File: src/hdl/hlip_pkg.sv
package hlip_pkg;

	// default number of entries per list
	localparam int LIST_DEPTH_DEF = 256;

	// field widths
	localparam int CMD_W    = 4;
	localparam int VALUE_W  = 32;
	localparam int BYTES_W  = 3;
	localparam int PAGE_W   = 16;
	localparam int USAGE_W  = 16;
	localparam int SLOT_W   = 8;
	localparam int S_DATA_W = 56;
	localparam int M_DATA_W = 96;
	localparam int M_USER_W = 3;

	// byte count that marks an extended usage with its own page
	localparam logic [BYTES_W-1:0] EXT_USAGE_BYTES = 3'd4;

	// local item tags
	typedef enum logic [CMD_W-1:0] {
		TAG_USAGE   = 4'd0,
		TAG_UMIN    = 4'd1,
		TAG_UMAX    = 4'd2,
		TAG_DESIG   = 4'd3,
		TAG_DMIN    = 4'd4,
		TAG_DMAX    = 4'd5,
		TAG_STRING  = 4'd7,
		TAG_SMIN    = 4'd8,
		TAG_SMAX    = 4'd9,
		TAG_DELIM   = 4'd10
	} tag_t;

	// result status codes
	typedef enum logic [1:0] {
		ST_OK     = 2'd0,
		ST_PAGE   = 2'd1,
		ST_INVERT = 2'd2,
		ST_FULL   = 2'd3
	} status_t;

	// emitted entry kinds
	typedef enum logic [1:0] {
		KIND_NONE   = 2'd0,
		KIND_USAGE  = 2'd1,
		KIND_DESIG  = 2'd2,
		KIND_STRING = 2'd3
	} kind_t;

	// one result item
	typedef struct packed {
		logic [VALUE_W-1:0] last;
		logic [VALUE_W-1:0] first;
		logic [PAGE_W-1:0]  page;
		logic [SLOT_W-1:0]  slot;
		logic               is_range;
		kind_t              kind;
		status_t            status;
	} result_t;

endpackage

File: src/hdl/hid_local_item_pairing_core.sv
// HID local item pairing core
//
// Input channel s_axis: one decoded local item per handshake. s_axis_tuser holds
// the tag, s_axis_tdata holds value, byte count and current usage page.
// Output channel m_axis: exactly one result item per input item, in order.
// m_axis_tuser holds entry kind and range flag, m_axis_tdata holds status,
// slot, page, first and last.
//
// The input handshake loads the input register; the pairing result then moves
// into the output register when the output stage can advance, raising
// m_axis_tvalid. Sustained throughput is one item per cycle while m_axis_tready
// stays high; the pending-bound and counter registers are updated in the same
// cycle the item enters the output register, so the next item sees them at once.
//
// Reset clears all pending bits, held bounds and per-list counters and empties
// both pipeline stages. When m_axis_tready is low, the output register holds
// its item and the input stage fills; s_axis_tready drops only once both are
// occupied.
module hid_local_item_pairing_core #(
	parameter int LIST_DEPTH = hlip_pkg::LIST_DEPTH_DEF
) (
	input  logic                          clk,
	input  logic                          arst_n,
	input  logic                          s_axis_tvalid,
	output logic                          s_axis_tready,
	// item_value[31:0], data_bytes[34:32], current_page[50:35], zero[55:51]
	input  logic [hlip_pkg::S_DATA_W-1:0] s_axis_tdata,
	// cmd[3:0]
	input  logic [hlip_pkg::CMD_W-1:0]    s_axis_tuser,
	output logic                          m_axis_tvalid,
	input  logic                          m_axis_tready,
	// status[1:0], entry_slot[9:2], entry_page[25:10], entry_first[57:26],
	// entry_last[89:58], zero[95:90]
	output logic [hlip_pkg::M_DATA_W-1:0] m_axis_tdata,
	// entry_kind[1:0], is_range[2]
	output logic [hlip_pkg::M_USER_W-1:0] m_axis_tuser
);

	localparam int CW = $clog2(LIST_DEPTH + 1);
	localparam logic [CW-1:0] DEPTH_C = CW'(LIST_DEPTH);

	// input stage
	logic                           valid_s1;
	logic [hlip_pkg::CMD_W-1:0]     cmd_s1;
	logic [hlip_pkg::VALUE_W-1:0]   value_s1;
	logic [hlip_pkg::BYTES_W-1:0]   bytes_s1;
	logic [hlip_pkg::PAGE_W-1:0]    cur_page_s1;

	// pairing state
	logic                           umin_p_q, umax_p_q;
	logic [hlip_pkg::PAGE_W-1:0]    range_page_q;
	logic [hlip_pkg::USAGE_W-1:0]   umin_q, umax_q;
	logic                           dmin_p_q, dmax_p_q;
	logic [hlip_pkg::VALUE_W-1:0]   dmin_q, dmax_q;
	logic                           smin_p_q, smax_p_q;
	logic [hlip_pkg::VALUE_W-1:0]   smin_q, smax_q;
	logic [CW-1:0]                  ucnt_q, dcnt_q, scnt_q;

	// next state
	logic                           umin_p_d, umax_p_d;
	logic [hlip_pkg::PAGE_W-1:0]    range_page_d;
	logic [hlip_pkg::USAGE_W-1:0]   umin_d, umax_d;
	logic                           dmin_p_d, dmax_p_d;
	logic [hlip_pkg::VALUE_W-1:0]   dmin_d, dmax_d;
	logic                           smin_p_d, smax_p_d;
	logic [hlip_pkg::VALUE_W-1:0]   smin_d, smax_d;
	logic [CW-1:0]                  ucnt_d, dcnt_d, scnt_d;

	// output stage
	logic                           m_valid_q;
	hlip_pkg::result_t              res_q;
	hlip_pkg::result_t              res_d;

	logic                           adv;
	logic                           step;
	logic [hlip_pkg::PAGE_W-1:0]    upage;
	logic [hlip_pkg::USAGE_W-1:0]   uval;
	logic [hlip_pkg::USAGE_W-1:0]   ulo, uhi;
	logic [hlip_pkg::VALUE_W-1:0]   ilo, ihi;
	logic                           is_max;

	// handshake
	assign adv           = !m_valid_q || m_axis_tready;
	assign step          = adv && valid_s1;
	assign s_axis_tready = !valid_s1 || adv;

	// input register
	always_ff @(posedge clk or negedge arst_n) begin
		if (!arst_n) begin
			valid_s1 <= 1'b0;
		end else if (s_axis_tready) begin
			valid_s1 <= s_axis_tvalid;
		end
	end

	always_ff @(posedge clk) begin
		if (s_axis_tready && s_axis_tvalid) begin
			cmd_s1      <= s_axis_tuser;
			value_s1    <= s_axis_tdata[31:0];
			bytes_s1    <= s_axis_tdata[34:32];
			cur_page_s1 <= s_axis_tdata[50:35];
		end
	end

	// usage page and value of the item in stage one
	assign upage = (bytes_s1 == hlip_pkg::EXT_USAGE_BYTES) ? value_s1[31:16] : cur_page_s1;
	assign uval  = value_s1[15:0];

	// pairing logic
	always_comb begin
		umin_p_d     = umin_p_q;
		umax_p_d     = umax_p_q;
		range_page_d = range_page_q;
		umin_d       = umin_q;
		umax_d       = umax_q;
		dmin_p_d     = dmin_p_q;
		dmax_p_d     = dmax_p_q;
		dmin_d       = dmin_q;
		dmax_d       = dmax_q;
		smin_p_d     = smin_p_q;
		smax_p_d     = smax_p_q;
		smin_d       = smin_q;
		smax_d       = smax_q;
		ucnt_d       = ucnt_q;
		dcnt_d       = dcnt_q;
		scnt_d       = scnt_q;
		res_d        = '0;
		is_max       = 1'b0;
		ulo          = '0;
		uhi          = '0;
		ilo          = '0;
		ihi          = '0;

		unique case (hlip_pkg::tag_t'(cmd_s1)) inside
			hlip_pkg::TAG_USAGE: begin
				if (ucnt_q >= DEPTH_C) begin
					res_d.status = hlip_pkg::ST_FULL;
				end else begin
					res_d.kind  = hlip_pkg::KIND_USAGE;
					res_d.slot  = hlip_pkg::SLOT_W'(ucnt_q);
					res_d.page  = upage;
					res_d.first = {16'd0, uval};
					ucnt_d      = ucnt_q + CW'(1);
				end
			end
			hlip_pkg::TAG_UMIN, hlip_pkg::TAG_UMAX: begin
				is_max = (cmd_s1 == hlip_pkg::TAG_UMAX);
				ulo    = is_max ? umin_q : uval;
				uhi    = is_max ? uval : umax_q;
				// partner not pending: hold this bound
				if (!(is_max ? umin_p_q : umax_p_q)) begin
					range_page_d = upage;
					if (is_max) begin
						umax_d   = uval;
						umax_p_d = 1'b1;
					end else begin
						umin_d   = uval;
						umin_p_d = 1'b1;
					end
				end else if (upage != range_page_q) begin
					res_d.status = hlip_pkg::ST_PAGE;
				end else if (uhi < ulo) begin
					res_d.status = hlip_pkg::ST_INVERT;
				end else if (ucnt_q >= DEPTH_C) begin
					res_d.status = hlip_pkg::ST_FULL;
				end else begin
					res_d.kind     = hlip_pkg::KIND_USAGE;
					res_d.is_range = 1'b1;
					res_d.slot     = hlip_pkg::SLOT_W'(ucnt_q);
					res_d.page     = upage;
					res_d.first    = {16'd0, ulo};
					res_d.last     = {16'd0, uhi};
					ucnt_d         = ucnt_q + CW'(1);
					umin_p_d       = 1'b0;
					umax_p_d       = 1'b0;
				end
			end
			hlip_pkg::TAG_DESIG: begin
				if (dcnt_q >= DEPTH_C) begin
					res_d.status = hlip_pkg::ST_FULL;
				end else begin
					res_d.kind  = hlip_pkg::KIND_DESIG;
					res_d.slot  = hlip_pkg::SLOT_W'(dcnt_q);
					res_d.first = value_s1;
					dcnt_d      = dcnt_q + CW'(1);
				end
			end
			hlip_pkg::TAG_DMIN, hlip_pkg::TAG_DMAX: begin
				is_max = (cmd_s1 == hlip_pkg::TAG_DMAX);
				ilo    = is_max ? dmin_q : value_s1;
				ihi    = is_max ? value_s1 : dmax_q;
				if (!(is_max ? dmin_p_q : dmax_p_q)) begin
					if (is_max) begin
						dmax_d   = value_s1;
						dmax_p_d = 1'b1;
					end else begin
						dmin_d   = value_s1;
						dmin_p_d = 1'b1;
					end
				end else if (dcnt_q >= DEPTH_C) begin
					res_d.status = hlip_pkg::ST_FULL;
				end else begin
					res_d.kind     = hlip_pkg::KIND_DESIG;
					res_d.is_range = 1'b1;
					res_d.slot     = hlip_pkg::SLOT_W'(dcnt_q);
					res_d.first    = ilo;
					res_d.last     = ihi;
					dcnt_d         = dcnt_q + CW'(1);
					dmin_p_d       = 1'b0;
					dmax_p_d       = 1'b0;
				end
			end
			hlip_pkg::TAG_STRING: begin
				if (scnt_q >= DEPTH_C) begin
					res_d.status = hlip_pkg::ST_FULL;
				end else begin
					res_d.kind  = hlip_pkg::KIND_STRING;
					res_d.slot  = hlip_pkg::SLOT_W'(scnt_q);
					res_d.first = value_s1;
					scnt_d      = scnt_q + CW'(1);
				end
			end
			hlip_pkg::TAG_SMIN, hlip_pkg::TAG_SMAX: begin
				is_max = (cmd_s1 == hlip_pkg::TAG_SMAX);
				ilo    = is_max ? smin_q : value_s1;
				ihi    = is_max ? value_s1 : smax_q;
				if (!(is_max ? smin_p_q : smax_p_q)) begin
					if (is_max) begin
						smax_d   = value_s1;
						smax_p_d = 1'b1;
					end else begin
						smin_d   = value_s1;
						smin_p_d = 1'b1;
					end
				end else if (scnt_q >= DEPTH_C) begin
					res_d.status = hlip_pkg::ST_FULL;
				end else begin
					res_d.kind     = hlip_pkg::KIND_STRING;
					res_d.is_range = 1'b1;
					res_d.slot     = hlip_pkg::SLOT_W'(scnt_q);
					res_d.first    = ilo;
					res_d.last     = ihi;
					scnt_d         = scnt_q + CW'(1);
					smin_p_d       = 1'b0;
					smax_p_d       = 1'b0;
				end
			end
			// delimiter and unused tags pass with nothing emitted
			default: begin
			end
		endcase
	end

	// pairing state registers
	always_ff @(posedge clk or negedge arst_n) begin
		if (!arst_n) begin
			umin_p_q     <= 1'b0;
			umax_p_q     <= 1'b0;
			range_page_q <= '0;
			umin_q       <= '0;
			umax_q       <= '0;
			dmin_p_q     <= 1'b0;
			dmax_p_q     <= 1'b0;
			dmin_q       <= '0;
			dmax_q       <= '0;
			smin_p_q     <= 1'b0;
			smax_p_q     <= 1'b0;
			smin_q       <= '0;
			smax_q       <= '0;
			ucnt_q       <= '0;
			dcnt_q       <= '0;
			scnt_q       <= '0;
		end else if (step) begin
			umin_p_q     <= umin_p_d;
			umax_p_q     <= umax_p_d;
			range_page_q <= range_page_d;
			umin_q       <= umin_d;
			umax_q       <= umax_d;
			dmin_p_q     <= dmin_p_d;
			dmax_p_q     <= dmax_p_d;
			dmin_q       <= dmin_d;
			dmax_q       <= dmax_d;
			smin_p_q     <= smin_p_d;
			smax_p_q     <= smax_p_d;
			smin_q       <= smin_d;
			smax_q       <= smax_d;
			ucnt_q       <= ucnt_d;
			dcnt_q       <= dcnt_d;
			scnt_q       <= scnt_d;
		end
	end

	// output register
	always_ff @(posedge clk or negedge arst_n) begin
		if (!arst_n) begin
			m_valid_q <= 1'b0;
		end else if (adv) begin
			m_valid_q <= valid_s1;
		end
	end

	always_ff @(posedge clk) begin
		if (step) begin
			res_q <= res_d;
		end
	end

	// port packing
	assign m_axis_tvalid = m_valid_q;
	assign m_axis_tdata  = {6'd0, res_q.last, res_q.first, res_q.page, res_q.slot,
		res_q.status};
	assign m_axis_tuser  = {res_q.is_range, res_q.kind};

endmodule

File: config.mk
export PLATFORM = sky130hd
export DESIGN_NAME = hid_local_item_pairing_core
export DESIGN_NICKNAME = d
export VERILOG_FILES = /design/src/hdl/hlip_pkg.sv /design/src/hdl/hid_local_item_pairing_core.sv
export SDC_FILE = /design/constraint.sdc
export NUM_CORES = 1
export LEC_CHECK = 0
export BUFFER_PORTS_ARGS = -buffer_cell sky130_fd_sc_hd__buf_4
export CAP_MARGIN = 30
export CORE_UTILIZATION = 59
export CTS_CLUSTER_DIAMETER = 120
export DETAILED_ROUTE_END_ITERATION = 8
export PLACE_DENSITY = 0.82
export REMOVE_ABC_BUFFERS = 1
export SYNTH_ARGS = -nofsm -noshare
export SYNTH_HDL_FRONTEND = slang
export SYNTH_SLANG_ARGS = --single-unit
File: constraint.sdc
create_clock -name clk -period 6.6 [get_ports clk]
set_input_delay 1.32 -clock clk [delete_from_list [all_inputs] [get_ports clk]]
set_output_delay 1.32 -clock clk [all_outputs]
set_load 0.01 [all_outputs]
After elaboration in Yosys (flattened, before gate mapping)
Index checks and enable logic that the tools add are counted.

Add/sub/neg operators: 3. Magnitude comparators: 4. Equal/unequal tests: 23. Muxes and demuxes: 69. Bitwise logic cells: 3. Reductions and logical operators: 28.

Operator list (number): 64-bit 2-to-1 mux (4); 32-bit 2-to-1 mux (6); 32-bit one-hot mux with 6 select lines (1); 91-bit 2-to-1 mux (2); 32-bit one-hot mux with 3 select lines (1); 93-bit 2-to-1 mux (1); 75-bit 2-to-1 mux (1); 9-bit 2-to-1 mux (8); 9-bit one-hot mux with 2 select lines (3); 16-bit 2-to-1 mux (3); 8-bit one-hot mux with 6 select lines (1); 40-bit 2-to-1 mux (1); 16-bit one-hot mux with 2 select lines (1); 9-bit by 1-bit adder with 9-bit output (second input constant) (3); 9-bit >= comparator (second input constant) (3); 13-bit 2-to-1 mux (2); 4-bit one-hot mux with 6 select lines (1); 11-bit 2-to-1 mux (2); 1-bit 2-to-1 mux (21); 2-bit inequality test (second input constant) (10); 16-bit < comparator (1); 8-bit 2-to-1 mux (2); 16-bit inequality test (1); 4-bit AND reduction (4); other kinds (18) (47).

Register bits after elaboration: 359. Bits of input ports: 64. Output and inout port bits: 101. Logic and storage cells: 159.

Depth between registers and ports, before layout
Gate-level depths: netlist of run 1.

Depth in word-level cells: 7. Depth in mapped cells: 17.

Worst setup path after synthesis of run 1
OpenSTA, ideal clock, no wires.

Path type: input-to-reg. Start point: in m_axis_tready. End point: reg dmax_q[10] (netlist name). Data arrival time: 5893 ps. Data required time: 6475 ps. Setup slack: 583 ps. Stages on the path: 7. Path buffers: 2. Path through: nand2b_1 -> and2_1 -> clkbuf_1 -> nand2_1 -> nor3_1 -> clkbuf_1 -> mux2_2.

Longest elaborated chain between the ends: 3.

Ends and longest elaborated chain: start: declaration (RTL line hid_local_item_pairing_core.sv:31) `input logic m_axis_tready,`; 1-bit logical OR (RTL line hid_local_item_pairing_core.sv:83) `assign adv = !m_valid_q || m_axis_tready;`; 1-bit logical AND (RTL line hid_local_item_pairing_core.sv:84) `assign step = adv && valid_s1;`; via step (RTL line hid_local_item_pairing_core.sv:75) `logic step;`; 3-bit AND reduction (no source line); end signal: assignment (RTL line hid_local_item_pairing_core.sv:282) `dmax_q <= dmax_d;`; end: declaration (RTL line hid_local_item_pairing_core.sv:54) `logic [hlip_pkg::VALUE_W-1:0] dmin_q, dmax_q;`.

The timed path passes the listed nets, and every way through them passes these cells. A chain may end at the register's enable or synchronous reset.

==> results of run 1 <==
cell usage after synthesis (6+ instances only):
| library cell | instances | share of area (%) |
|---|---|---|
| nor2_1 | 104 | 2.4 |
| dfrtp_1 | 211 | 32 |
| nor2b_1 | 12 | 0.46 |
| a222oi_1 | 20 | 1.2 |
| nand3_1 | 15 | 0.46 |
| nand4_1 | 8 | 0.31 |
| xnor2_1 | 21 | 1.1 |
| o221ai_2 | 16 | 1.5 |
| o21ai_0 | 34 | 1.0 |
| buf_1 | 14 | 0.32 |
| buf_4 | 9 | 0.41 |
| nand2_1 | 123 | 2.8 |
| o22ai_1 | 18 | 0.69 |
| nor3_1 | 8 | 0.24 |
| and2_1 | 7 | 0.27 |
| a21oi_1 | 133 | 4.1 |
| inv_1 | 87 | 2.0 |
| mux2i_1 | 64 | 3.9 |
| ha_1 | 19 | 1.5 |
| edfxtp_1 | 148 | 27 |
| and3_1 | 6 | 0.23 |
| mux2_2 | 133 | 9.2 |
| xor2_1 | 12 | 0.64 |
| nand2b_1 | 14 | 0.54 |
| a22oi_1 | 9 | 0.41 |
| clkbuf_1 | 76 | 1.7 |
kinds of logic after synthesis:
family / count (synthesis) / synth area share, %
XOR/XNOR: 33 / 1.766
AO/OA/AOI/OAI: 260 / 10.50
multiplexers: 197 / 13.06
flip-flops: 359 / 59.41
AND/OR/NAND/NOR: 320 / 9.044
other: 1 / 0.02291
buffers and inverters: 190 / 4.671
adder cells (fa/ha/maj): 20 / 1.514
registers in the layout, indices dropped and copies added, names as in the netlist, 3 cells and up:
name / cells
umin_q: 16
cur_page_s1: 16
dcnt_q: 9
bytes_s1: 3
ucnt_q: 9
smax_q: 32
m_axis_tuser: 3
dmin_q: 32
scnt_q: 9
cmd_s1: 4
value_s1: 32
range_page_q: 16
dmax_q: 32
m_axis_tdata: 90
umax_q: 16
smin_q: 32
power by group through the flow:
stage	combinational [mW]	sequential, mW	clock, mW
6_report	0.992	3.02	1.99
5_1_grt	1.10	3.07	2.10
2_1_floorplan	0.666	3.00	0
3_5_place_dp	0.976	3.05	0
4_1_cts	0.988	3.02	2.02
3_3_place_gp	0.931	3.02	0
through the flow:
stage / total power, mW / area, um^2 / instances / worst slack [ns] / util, %
4_1_cts: 6.024 / 18980 / 1898 / 1.911 / 70.03
2_1_floorplan: 3.662 / 15950 / 1282 / -1.038 / -
6_report: 6.005 / 19030 / 1900 / 1.856 / 70.23
5_1_grt: 6.270 / 19030 / 1900 / 1.562 / 70.23
3_3_place_gp: 3.955 / 17810 / 1831 / 1.588 / 65.73
3_5_place_dp: 4.029 / 17830 / 1832 / 1.954 / 65.79
path summary, 6_finish.rpt:
| check | from | end | depth (start not counted) |
|---|---|---|---|
| hold reg to reg | scnt_q[6] | scnt_q[6] | 1 |
| setup reg to reg | cmd_s1[0] | m_axis_tdata[8] | 12 |
| max in group asynchronous | arst_n | smin_q[20] | 2 |
| min in group asynchronous | arst_n | smax_q[1] | 1 |
| hold / removal | scnt_q[6] | scnt_q[6] | 1 |
| setup / recovery | cmd_s1[0] | m_axis_tdata[8] | 12 |
area by class of cell:
cell class              count  area share (%)
clock buffers              58           5.653
flip-flops and latches    359           51.09
inverters                  87           1.716
multi-input cells         836           31.33
clock inverters             8          0.3813
well taps                 372           2.445
repair buffers            180           7.382
routing by layer:
layer / up-vias / share of wire, %
li1: 5127 / -
met2: 500 / 48
met4: 0 / 2.4
met3: 78 / 6.9
met5: - / 0
met1: 5631 / 42
critical path, cell delays in order, from the launching register on:
cell and delay [ns]:
edfxtp_1 0.63, nor4b_4 0.63, buf_8 0.22, mux2i_1 0.32
inv_1 0.08, ha_1 0.35, a21oi_1 0.19, a31oi_1 0.11
a211oi_1 0.29, and3_1 0.36, or4_4 0.38, nor2b_4 0.71
o21ai_0 0.17
==> impl_results.md, run 1 <==
* WL/cell at about 20 um
* Async SR Flop Fraction at 58.77%
* Arrival time worst endpoint at ~5.0 ns
* Vias per cell at 5.966
* Critical Path RT at roughly 7 ns
* Met2 global-route usage at 44.09%
* Post-Syn Area per Cell at ~12 um^2
* EDFF count, synth at between 100 and 150
* RSZ-0062 raised after global routing: false
* Setup TNS at 0 ns
* Initial Utilization at between 60 and 70%
* Outcome: finished clean
* Cell area after synthesis at ~16,000 um^2
* Post-CTS resize count at 0
* Switch share at a little over a quarter
* DR pass1 iterations at 9
* Worst Tran Pin Value at roughly 0.81 ns
* Hold Fails Final Rpt at 0
* Reg clk slew, reported paths at ~0.060 ns
* VDD IR max at around 0.25 mV
* Most common cell after layout, fill and taps aside: dfrtp_1
* Pint at 4.360 mW
* Synth Register Bits at roughly 360
* Via count at around 11,000
* Detailed-placement wirelength estimate at about 23,000 um
* Buffer count from post-CTS setup fixing at 0
* CTS buffer count at 37
* Clock share of power at 33.1%
* DRC Markers at 0
* Yosys warns at 0
* H-tree Lvls at 2
* # hold bufs at CTS at 0
* Kind of critical path: reg -> reg
* LEAKAGE at roughly 8.3 nW
* Final net count at 1,584
* Clock sinks at between 300 and 400
* Clk buf depth at 3
* Antenna diodes at 0
* Sequential area share after synthesis at around three fifths
* Gr ovfl total at 0
* Port Buffer Count at around 150
* Layout cell share with drive strength beyond 1 at roughly a quarter
* First-pass GRT wire length at 59,860 um
* Sequential cell area at a little under 10,000 um^2
* Antenna-violating nets left at 0
* Comb power frac at 16.5%
* Area grow syn2layout at 16.29%
* Top Ports at 165
* Max cap viols at 0
* Pwr dens at ~320 nW/um^2
* Worst setup SP type: register
* Hold Worst Slack at approximately 0.49 ns
* Crit path max fanout at 24
* GR Util All Layers at 27.02%
* Multi-input logic area at 5963 um^2
* M1 GR Usage at 37.70%
* Min-Delay Path Class: reg -> reg
* Largest net degree at the start of global routing at a little under 80
* Leading cell types in the layout, fill and taps excluded: dfrtp_1 (211), buf_4 (176), edfxtp_1 (148)
* Flop2flop setup slack at between 1.5 and 2 ns
* Die Ht at 168.6 um
* Placer Congestion at between 0.8 and 0.9
* Worst slew margin at between 40% and 50%
* Root cell of the clock tree: clkbuf_16
* Grt met3 use at roughly 3.8%
* CTS tree: done
* Vias in the first global route at 11,060
* Switch Pwr at 1.645 mW
* DR iter-0 viols at around 1,100
* Fmax at roughly 210 MHz
* Final setup vio count at 0
* Core footprint at 27,100 um^2
* Die X at roughly 170 um
* Slew Viols, Final at 0
* Clk Latency, worst-skew pair at between 0.5 and 0.6 ns
* Setup crit end kind: register
* Fin crit share at a little under three quarters
* Post-synth cell types at 63
* Synth Flop Type: dfrtp_1
* Post-layout min period at approximately 4.7 ns
* Post-synthesis cell count at roughly 1,400
* Share of power burned in registers at around 50%
* GR peak layer: met2
* Antenna violations before repair at 0
* Total Wirelength at approximately 38,000 um
* Max Clock Skew at between 0.02 and 0.025 ns
* # fillers at approximately 1,800
* Die footprint at 28,410 um^2
* Site row count at 60
Power figures use the tool's default switching activity.
==> run 2, diff against run 1 <==
CORE_UTILIZATION = 54   (was 59)
PLACE_DENSITY = 0.79   (was 0.82)
clock period = 4 ns   (was 6.6 ns; I/O delays follow)
==> run 2 against run 1 <==
  * Die area is 9.1% higher
  * Combinational power is 71% higher
  * Sequential power is 65% higher
  * Worst setup slack worse by 1.6 ns
  * Sequential cell count stayed put
  * Total power is 70% higher
  * Worst hold slack worse by 0.19 ns
  * First-iteration DRC count is 6.2% higher
  * Register-to-register slack worse by 1.6 ns
  * Critical path depth stayed put
  * Critical path type unchanged
  * Largest cell class unchanged
==> impl_results.md, run 2 (synthesis gave the netlist of run 1 again) <==
* Vias in the first global route at 11,230 (+1.5%)
* Post-Layout Cell Count at 1,939 (+2.1%)
* Clk buf depth at 3 (unchanged)
* Switch Pwr at 2.805 mW (+70%)
* CTS tree: done
* Slew Viols, Final at 0 (unchanged)
* Comb power frac at 16.6% (about the same)
* # hold bufs at CTS at 0 (unchanged)
* WL/cell at 19.95 um (+0.13%)
* Final core occ at 65.00% (-5.2 points)
* WP buf/inv at 2 (unchanged)
* LEAKAGE at 8.498 nW (+1.8%)
* Leading cell types in the layout, fill and taps excluded: dfrtp_1 (211), buf_4 (191), edfxtp_1 (148)
* DR iter-0 viols at 1,209 (+6.2%)
* Post-layout min period at 3.783 ns (-0.9604 ns)
* Reg clk slew, reported paths at 0.06 ns (about the same)
* # fillers at 2,150 (+17%)
* Cell chain of the critical path: nor4b_4 -> buf_12 -> mux2i_1 -> inv_1 -> ha_1 -> o211ai_1 -> nor2_1 -> o311ai_1 -> and3_1 -> or4_4 -> o221a_4 -> o221ai_2
* GR Util All Layers at 25.29% (-1.7 points)
* H-tree Lvls at 2 (unchanged)
* Clock sinks at 359 (unchanged)
* Die footprint at 31,010 um^2 (+9.1%)
* Outcome: finished clean
* DRC Markers at 0 (unchanged)
* Placed cells at 1,869 (+2.0%)
* CP max-delay cell: or4_4
* Hold Fails Final Rpt at 0 (unchanged)
* CTS buffer count at 38 (+2.7%)
* Placer Congestion at 0.8404 (-1.8%)
* Finished Cell Area at 19,320 um^2 (+1.5%)
* Via count at 11,340 (+0.026%)
* VDD IR max at 0.3623 mV (+45%)
* Antenna diodes at 0 (unchanged)
* Largest register FFs at 90 (unchanged)
* Vias per cell at 5.848 (-2.0%)
* Post-CTS resize count at 0 (unchanged)
* Area grow syn2layout at 18.03%
* Power, Total at 10.24 mW (+70%)
* Final net count at 1,602 (+1.1%)
* Crit path largest cell delay at 0.64 ns (-0.07 ns)
* Met3 WL post-DR at 2624 um (+0.81%)
* Top Ports at 165 (unchanged)
* Share of power burned in registers at 48.6% (-1.8 points)
* Root cell of the clock tree: clkbuf_16
* Total Wirelength at 38,680 um (+2.2%)
* Site row count at 63 (+5.0%)
* Worst slew margin at 43.97% (-1.7 points)
* Clock share of power at 34.8% (+1.7 points)
* Die X at 176.1 um (+4.5%)
* Switch share at 27.40% (about the same)
* Buffer count from post-CTS setup fixing at 0 (unchanged)
* Layout cell share with drive strength beyond 1 at 27.95% (+1.6 points)
* Setup crit end kind: register
* Critical Path RT at 4.36 ns (-2.46 ns)
* Port Buffer Count at 153 (unchanged)
* Crit path max fanout at 40 (+67%)
* Kind of critical path: reg -> reg
* Die Ht at 176.1 um (+4.5%)
* Crit-path leading delay family: simple AND/OR/NAND/NOR gates
* Routed met2 length at 18,960 um (+3.8%)
* DR pass1 iterations at 6 (-3)
* Initial Utilization at 55.08% (-5.3 points)
* Max cap viols at 0 (unchanged)
* First-pass GRT wire length at 60,820 um (+1.6%)
* Worst setup SP type: register
* Antenna-violating nets left at 0 (unchanged)
* Fmax at 264.3 MHz (+25%)
* Worst Tran Pin Value at 0.8404 ns (+0.02603 ns)
* Fin crit share at 94.58% (+23 points)
* Max Used Layer: met4
* Gr ovfl total at 0 (unchanged)
* Most common cell after layout, fill and taps aside: dfrtp_1
* Final setup vio count at 0 (unchanged)
* Pwr dens at 529.9 nW/um^2 (+68%)
* RSZ-0062 raised after global routing: false
* Core footprint at 29,720 um^2 (+9.7%)
* Detailed-placement wirelength estimate at 24,540 um (+6.3%)
* Clk Latency, worst-skew pair at 0.53 ns (about the same)
* Min-Delay Path Class: in -> async
* DRT met1 WL at 16,160 um (+0.53%)
* Arrival time worst endpoint at 4.14 ns (-0.82 ns)
* Largest net degree at the start of global routing at 85 (+10%)
* Pint at 7.431 mW (+70%)
* Max Clock Skew at 0.01460 ns (-0.005815 ns)
* DP Area at 18,030 um^2 (+1.1%)
* Antenna violations before repair at 0 (unchanged)
run 2: cell type report:
| type | count | area (um^2) | area share [%] |
|---|---|---|---|
| flip-flops and latches | 359 | 9724 | 50.34 |
| well taps | 390 | 488.0 | 2.526 |
| repair buffers | 197 | 1548 | 8.012 |
| clock inverters | 16 | 152.6 | 0.7902 |
| inverters | 87 | 326.6 | 1.691 |
| clock buffers | 54 | 1134 | 5.868 |
| multi-input cells | 836 | 5944 | 30.77 |
run 2: layer usage:
layer	up-vias	global-route usage [%]
li1	5156	-
met1	5645	34.35
met2	465	41.72
met3	73	3.811
met4	0	8.297
met5	-	0
run 2: metrics by stage:
stage	setup TNS, ns	hold WS [ns]	setup slack [ns]
after global placement	0	0.4704	0.2813
after CTS	0	0.3103	0.2126
after detailed placement	0	0.4839	0.2172
after floorplan	-492.42	0.4490	-3.118
after global routing	0	0.3440	0.003035
final	0	0.2973	0.2168
run 2: worst paths after layout:
path | depth (start not counted) | start | to | slack [ns]
worst max-delay path | 12 | cmd_s1[0] | m_axis_tdata[28] | 0.22
worst min-delay path | 1 | arst_n | valid_s1 | 0.30
worst max register to register | 12 | cmd_s1[0] | m_axis_tdata[28] | 0.22
worst min register to register | 1 | valid_s1 | m_axis_tvalid | 0.50
max in group asynchronous | 2 | arst_n | dmax_q[22] | 2.80
min in group clk | 1 | s_axis_tdata[9] | value_s1[9] | 0.44
run 2: power groups by stage:
| stage | Sequential, mW | Combinational, mW | Clock (mW) |
|---|---|---|---|
| finish | 4.98 | 1.70 | 3.56 |
| global route | 5.05 | 1.89 | 3.75 |
| CTS | 4.96 | 1.70 | 3.61 |
| detailed placement | 5.02 | 1.68 | 0 |
| global placement | 4.98 | 1.61 | 0 |
| floorplan | 4.94 | 1.10 | 0 |
==> run 3, diff against run 2 <==
REMOVE_ABC_BUFFERS = not set   (was 1)
==> run 3 against run 2 <==
  * Critical path depth rose by 2
  * Routed wire length rose by 3.6%
  * Non-clock buffer count rose by 15
  * Worst hold slack improved by 0.046 ns
  * Sequential share of layout area fell by 0.68 points
  * First-iteration DRC count fell by 14%
  * Worst setup slack got worse by 0.059 ns
  * Core utilization rose by 0.88 points
  * Cell count rose by 0.77%
  * Combinational power barely moved
  * Clock skew rose by 0.0018 ns
  * Critical path type unchanged
  * Largest power group unchanged
  * Highest routed layer is now met5
==> impl_results.md, run 3 (synthesis gave the netlist of run 1 again) <==
* DR pass1 iterations at 6 (unchanged)
* FF-to-FF Start: cmd_s1[2]
* Slew Viols, Final at 0 (unchanged)
* DP Area at 18,080 um^2 (+0.28%)
* Reg clk slew, reported paths at 0.06 ns (about the same)
* Layout cell share with drive strength beyond 1 at 28.96% (+1.0 points)
* Core footprint at 29,720 um^2 (unchanged)
* Setup crit end kind: register
* Critical path origin: cmd_s1[2]
* CTS buffer count at 38 (unchanged)
* Max cap viols at 0 (unchanged)
* Detailed-placement wirelength estimate at 25,300 um (+3.1%)
* Antenna violations before repair at 1 (+1)
* Area grow syn2layout at 19.63%
* Final setup vio count at 0 (unchanged)
* Crit path largest cell delay at 0.43 ns (-0.21 ns)
* Fmax at 260.3 MHz (-1.5%)
* Max Clock Skew at 0.01635 ns (+0.001754 ns)
* DR iter-0 viols at 1,045 (-14%)
* # hold bufs at CTS at 0 (unchanged)
* Kind of critical path: reg -> reg
* Critical Path RT at 4.26 ns (-0.10 ns)
* Initial Utilization at 55.08% (unchanged)
* DRC Markers at 0 (unchanged)
* Port Buffer Count at 153 (unchanged)
* Switch share at 26.82% (-0.58 points)
* Final net count at 1,617 (+0.94%)
* Largest register FFs at 90 (unchanged)
* Min-Delay Path Class: in -> async
* Largest net degree at the start of global routing at 82 (-3.5%)
* CP max-delay cell: edfxtp_1
* Via count at 11,590 (+2.2%)
* Cell chain of the critical path: nor4b_4 -> buf_12 -> buf_4 -> mux2i_1 -> inv_1 -> ha_1 -> a21oi_1 -> a31oi_1 -> a211oi_1 -> and3_4 -> or4_4 -> nor2b_4 -> buf_12 -> nor2_1
* Antenna-violating nets left at 0 (unchanged)
* Clock sinks at 359 (unchanged)
* Leading cell types in the layout, fill and taps excluded: dfrtp_1 (211), buf_4 (204), edfxtp_1 (148)
* Root cell of the clock tree: clkbuf_16
* Total Wirelength at 40,060 um (+3.6%)
* Outcome: finished clean
* Site row count at 63 (unchanged)
* Post-layout min period at 3.842 ns (+0.05855 ns)
* First-pass GRT wire length at 62,310 um (+2.4%)
* # fillers at 2,117 (-1.5%)
* Fin crit share at 96.04% (+1.5 points)
* Worst Tran Pin Value at 0.8772 ns (+0.03681 ns)
* Share of power burned in registers at 47.2% (-1.4 points)
* Clock share of power at 36.5% (+1.7 points)
* Crit path max fanout at 17 (-57%)
* GR Util All Layers at 25.91% (+0.63 points)
* Worst slew margin at 41.52% (-2.5 points)
* Gr ovfl total at 0 (unchanged)
* Pint at 7.721 mW (+3.9%)
* Vias in the first global route at 11,680 (+4.0%)
* Arrival time worst endpoint at 4.11 ns (-0.03 ns)
* Pwr dens at 538.8 nW/um^2 (+1.7%)
* Worst setup SP type: register
* Hold Worst Slack at 0.3436 ns (+0.04632 ns)
* LEAKAGE at 8.634 nW (+1.6%)
* H-tree Lvls at 2 (unchanged)
* CP most frequent cell: buf_12
* Antenna diodes at 0 (unchanged)
* Clk Latency, worst-skew pair at 0.53 ns (about the same)
* Die X at 176.1 um (unchanged)
* Hold Fails Final Rpt at 0 (unchanged)
* Placer Congestion at 0.8669 (+3.2%)
* CTS tree: done
* VDD IR max at 0.3700 mV (+2.1%)
* Switch Pwr at 2.829 mW (+0.87%)
* Comb power frac at 16.3% (-0.3 points)
* WL/cell at 20.50 um (+2.8%)
* Die Ht at 176.1 um (unchanged)
* Finished Cell Area at 19,580 um^2 (+1.4%)
* Top Ports at 165 (unchanged)
* Clk buf depth at 3 (unchanged)
* Vias per cell at 5.931 (+1.4%)
* Die footprint at 31,010 um^2 (unchanged)
* Most common cell after layout, fill and taps aside: dfrtp_1
## run 3: layout make-up
cell class                      instances  area (um^2)  area share (%)
Sequential cell                       359         9724           49.66
Multi-Input combinational cell        836         5969           30.49
Timing Repair Buffer                  212         1673           8.544
Clock buffer                           52         1137           5.809
Tap cell                              390        488.0           2.492
Inverter                               87        326.6           1.668
Clock inverter                         18        261.5           1.336
## run 3: critical path: cells and delay by family (launching register included)
kind,cells,cell delay (ns)
multiplexers,1,0.21
buffers and inverters,4,0.57
AO/OA/AOI/OAI,3,0.72
adder cells (fa/ha/maj),1,0.34
AND/OR/NAND/NOR,5,1.29
flip-flops,1,0.43
## run 3: path summary, 6_finish.rpt
| kind | end | slack [ns] | depth (start not counted) |
|---|---|---|---|
| hold / removal | scnt_q[5] | 0.34 | 1 |
| hold reg to reg | m_axis_tvalid | 0.50 | 1 |
| setup reg to reg | m_axis_tdata[24] | 0.16 | 14 |
| max in group asynchronous | umax_q[14] | 2.75 | 2 |
| min in group clk | cur_page_s1[6] | 0.45 | 1 |
| setup / recovery | m_axis_tdata[24] | 0.16 | 14 |
## run 3: metal layers
metal	part of all wire, %	routed length [um]	vias to the layer above	track usage (%)
li1	-	-	5207	-
met1	41	16290	5755	34.11
met2	48	19260	529	42.54
met3	7.6	3046	97	4.780
met4	3.6	1461	2	10.29
met5	0.032	13	-	0
## run 3: power groups by stage
| stage | clock, mW | combinational [mW] | sequential (mW) |
|---|---|---|---|
| after floorplan | 0 | 1.15 | 4.91 |
| after global placement | 0 | 1.61 | 4.98 |
| after detailed placement | 0 | 1.68 | 5.02 |
| after CTS | 3.89 | 1.69 | 4.96 |
| after global routing | 4.03 | 1.92 | 5.06 |
| final | 3.85 | 1.72 | 4.98 |
## run 3: repair_timing
action | in CTS | in global routing
endpoints found under the hold margin | 0 | 0
buffers inserted | 0 | 5
resized for setup | 0 | 11
setup endpoints to repair | 0 | 32
## run 3: metrics by stage
stage	power (mW)	setup WS, ns	std cells	TNS (ns)	utilization [%]
3_5_place_dp	6.701	0.1531	1878	0	60.84
2_1_floorplan	6.061	0.005565	1385	0	-
3_3_place_gp	6.587	0.2071	1877	0	60.80
4_1_cts	10.54	0.1156	1948	0	65.54
6_report	10.55	0.1583	1954	0	65.89
5_1_grt	11.00	-0.008889	1954	-0.01183	65.89
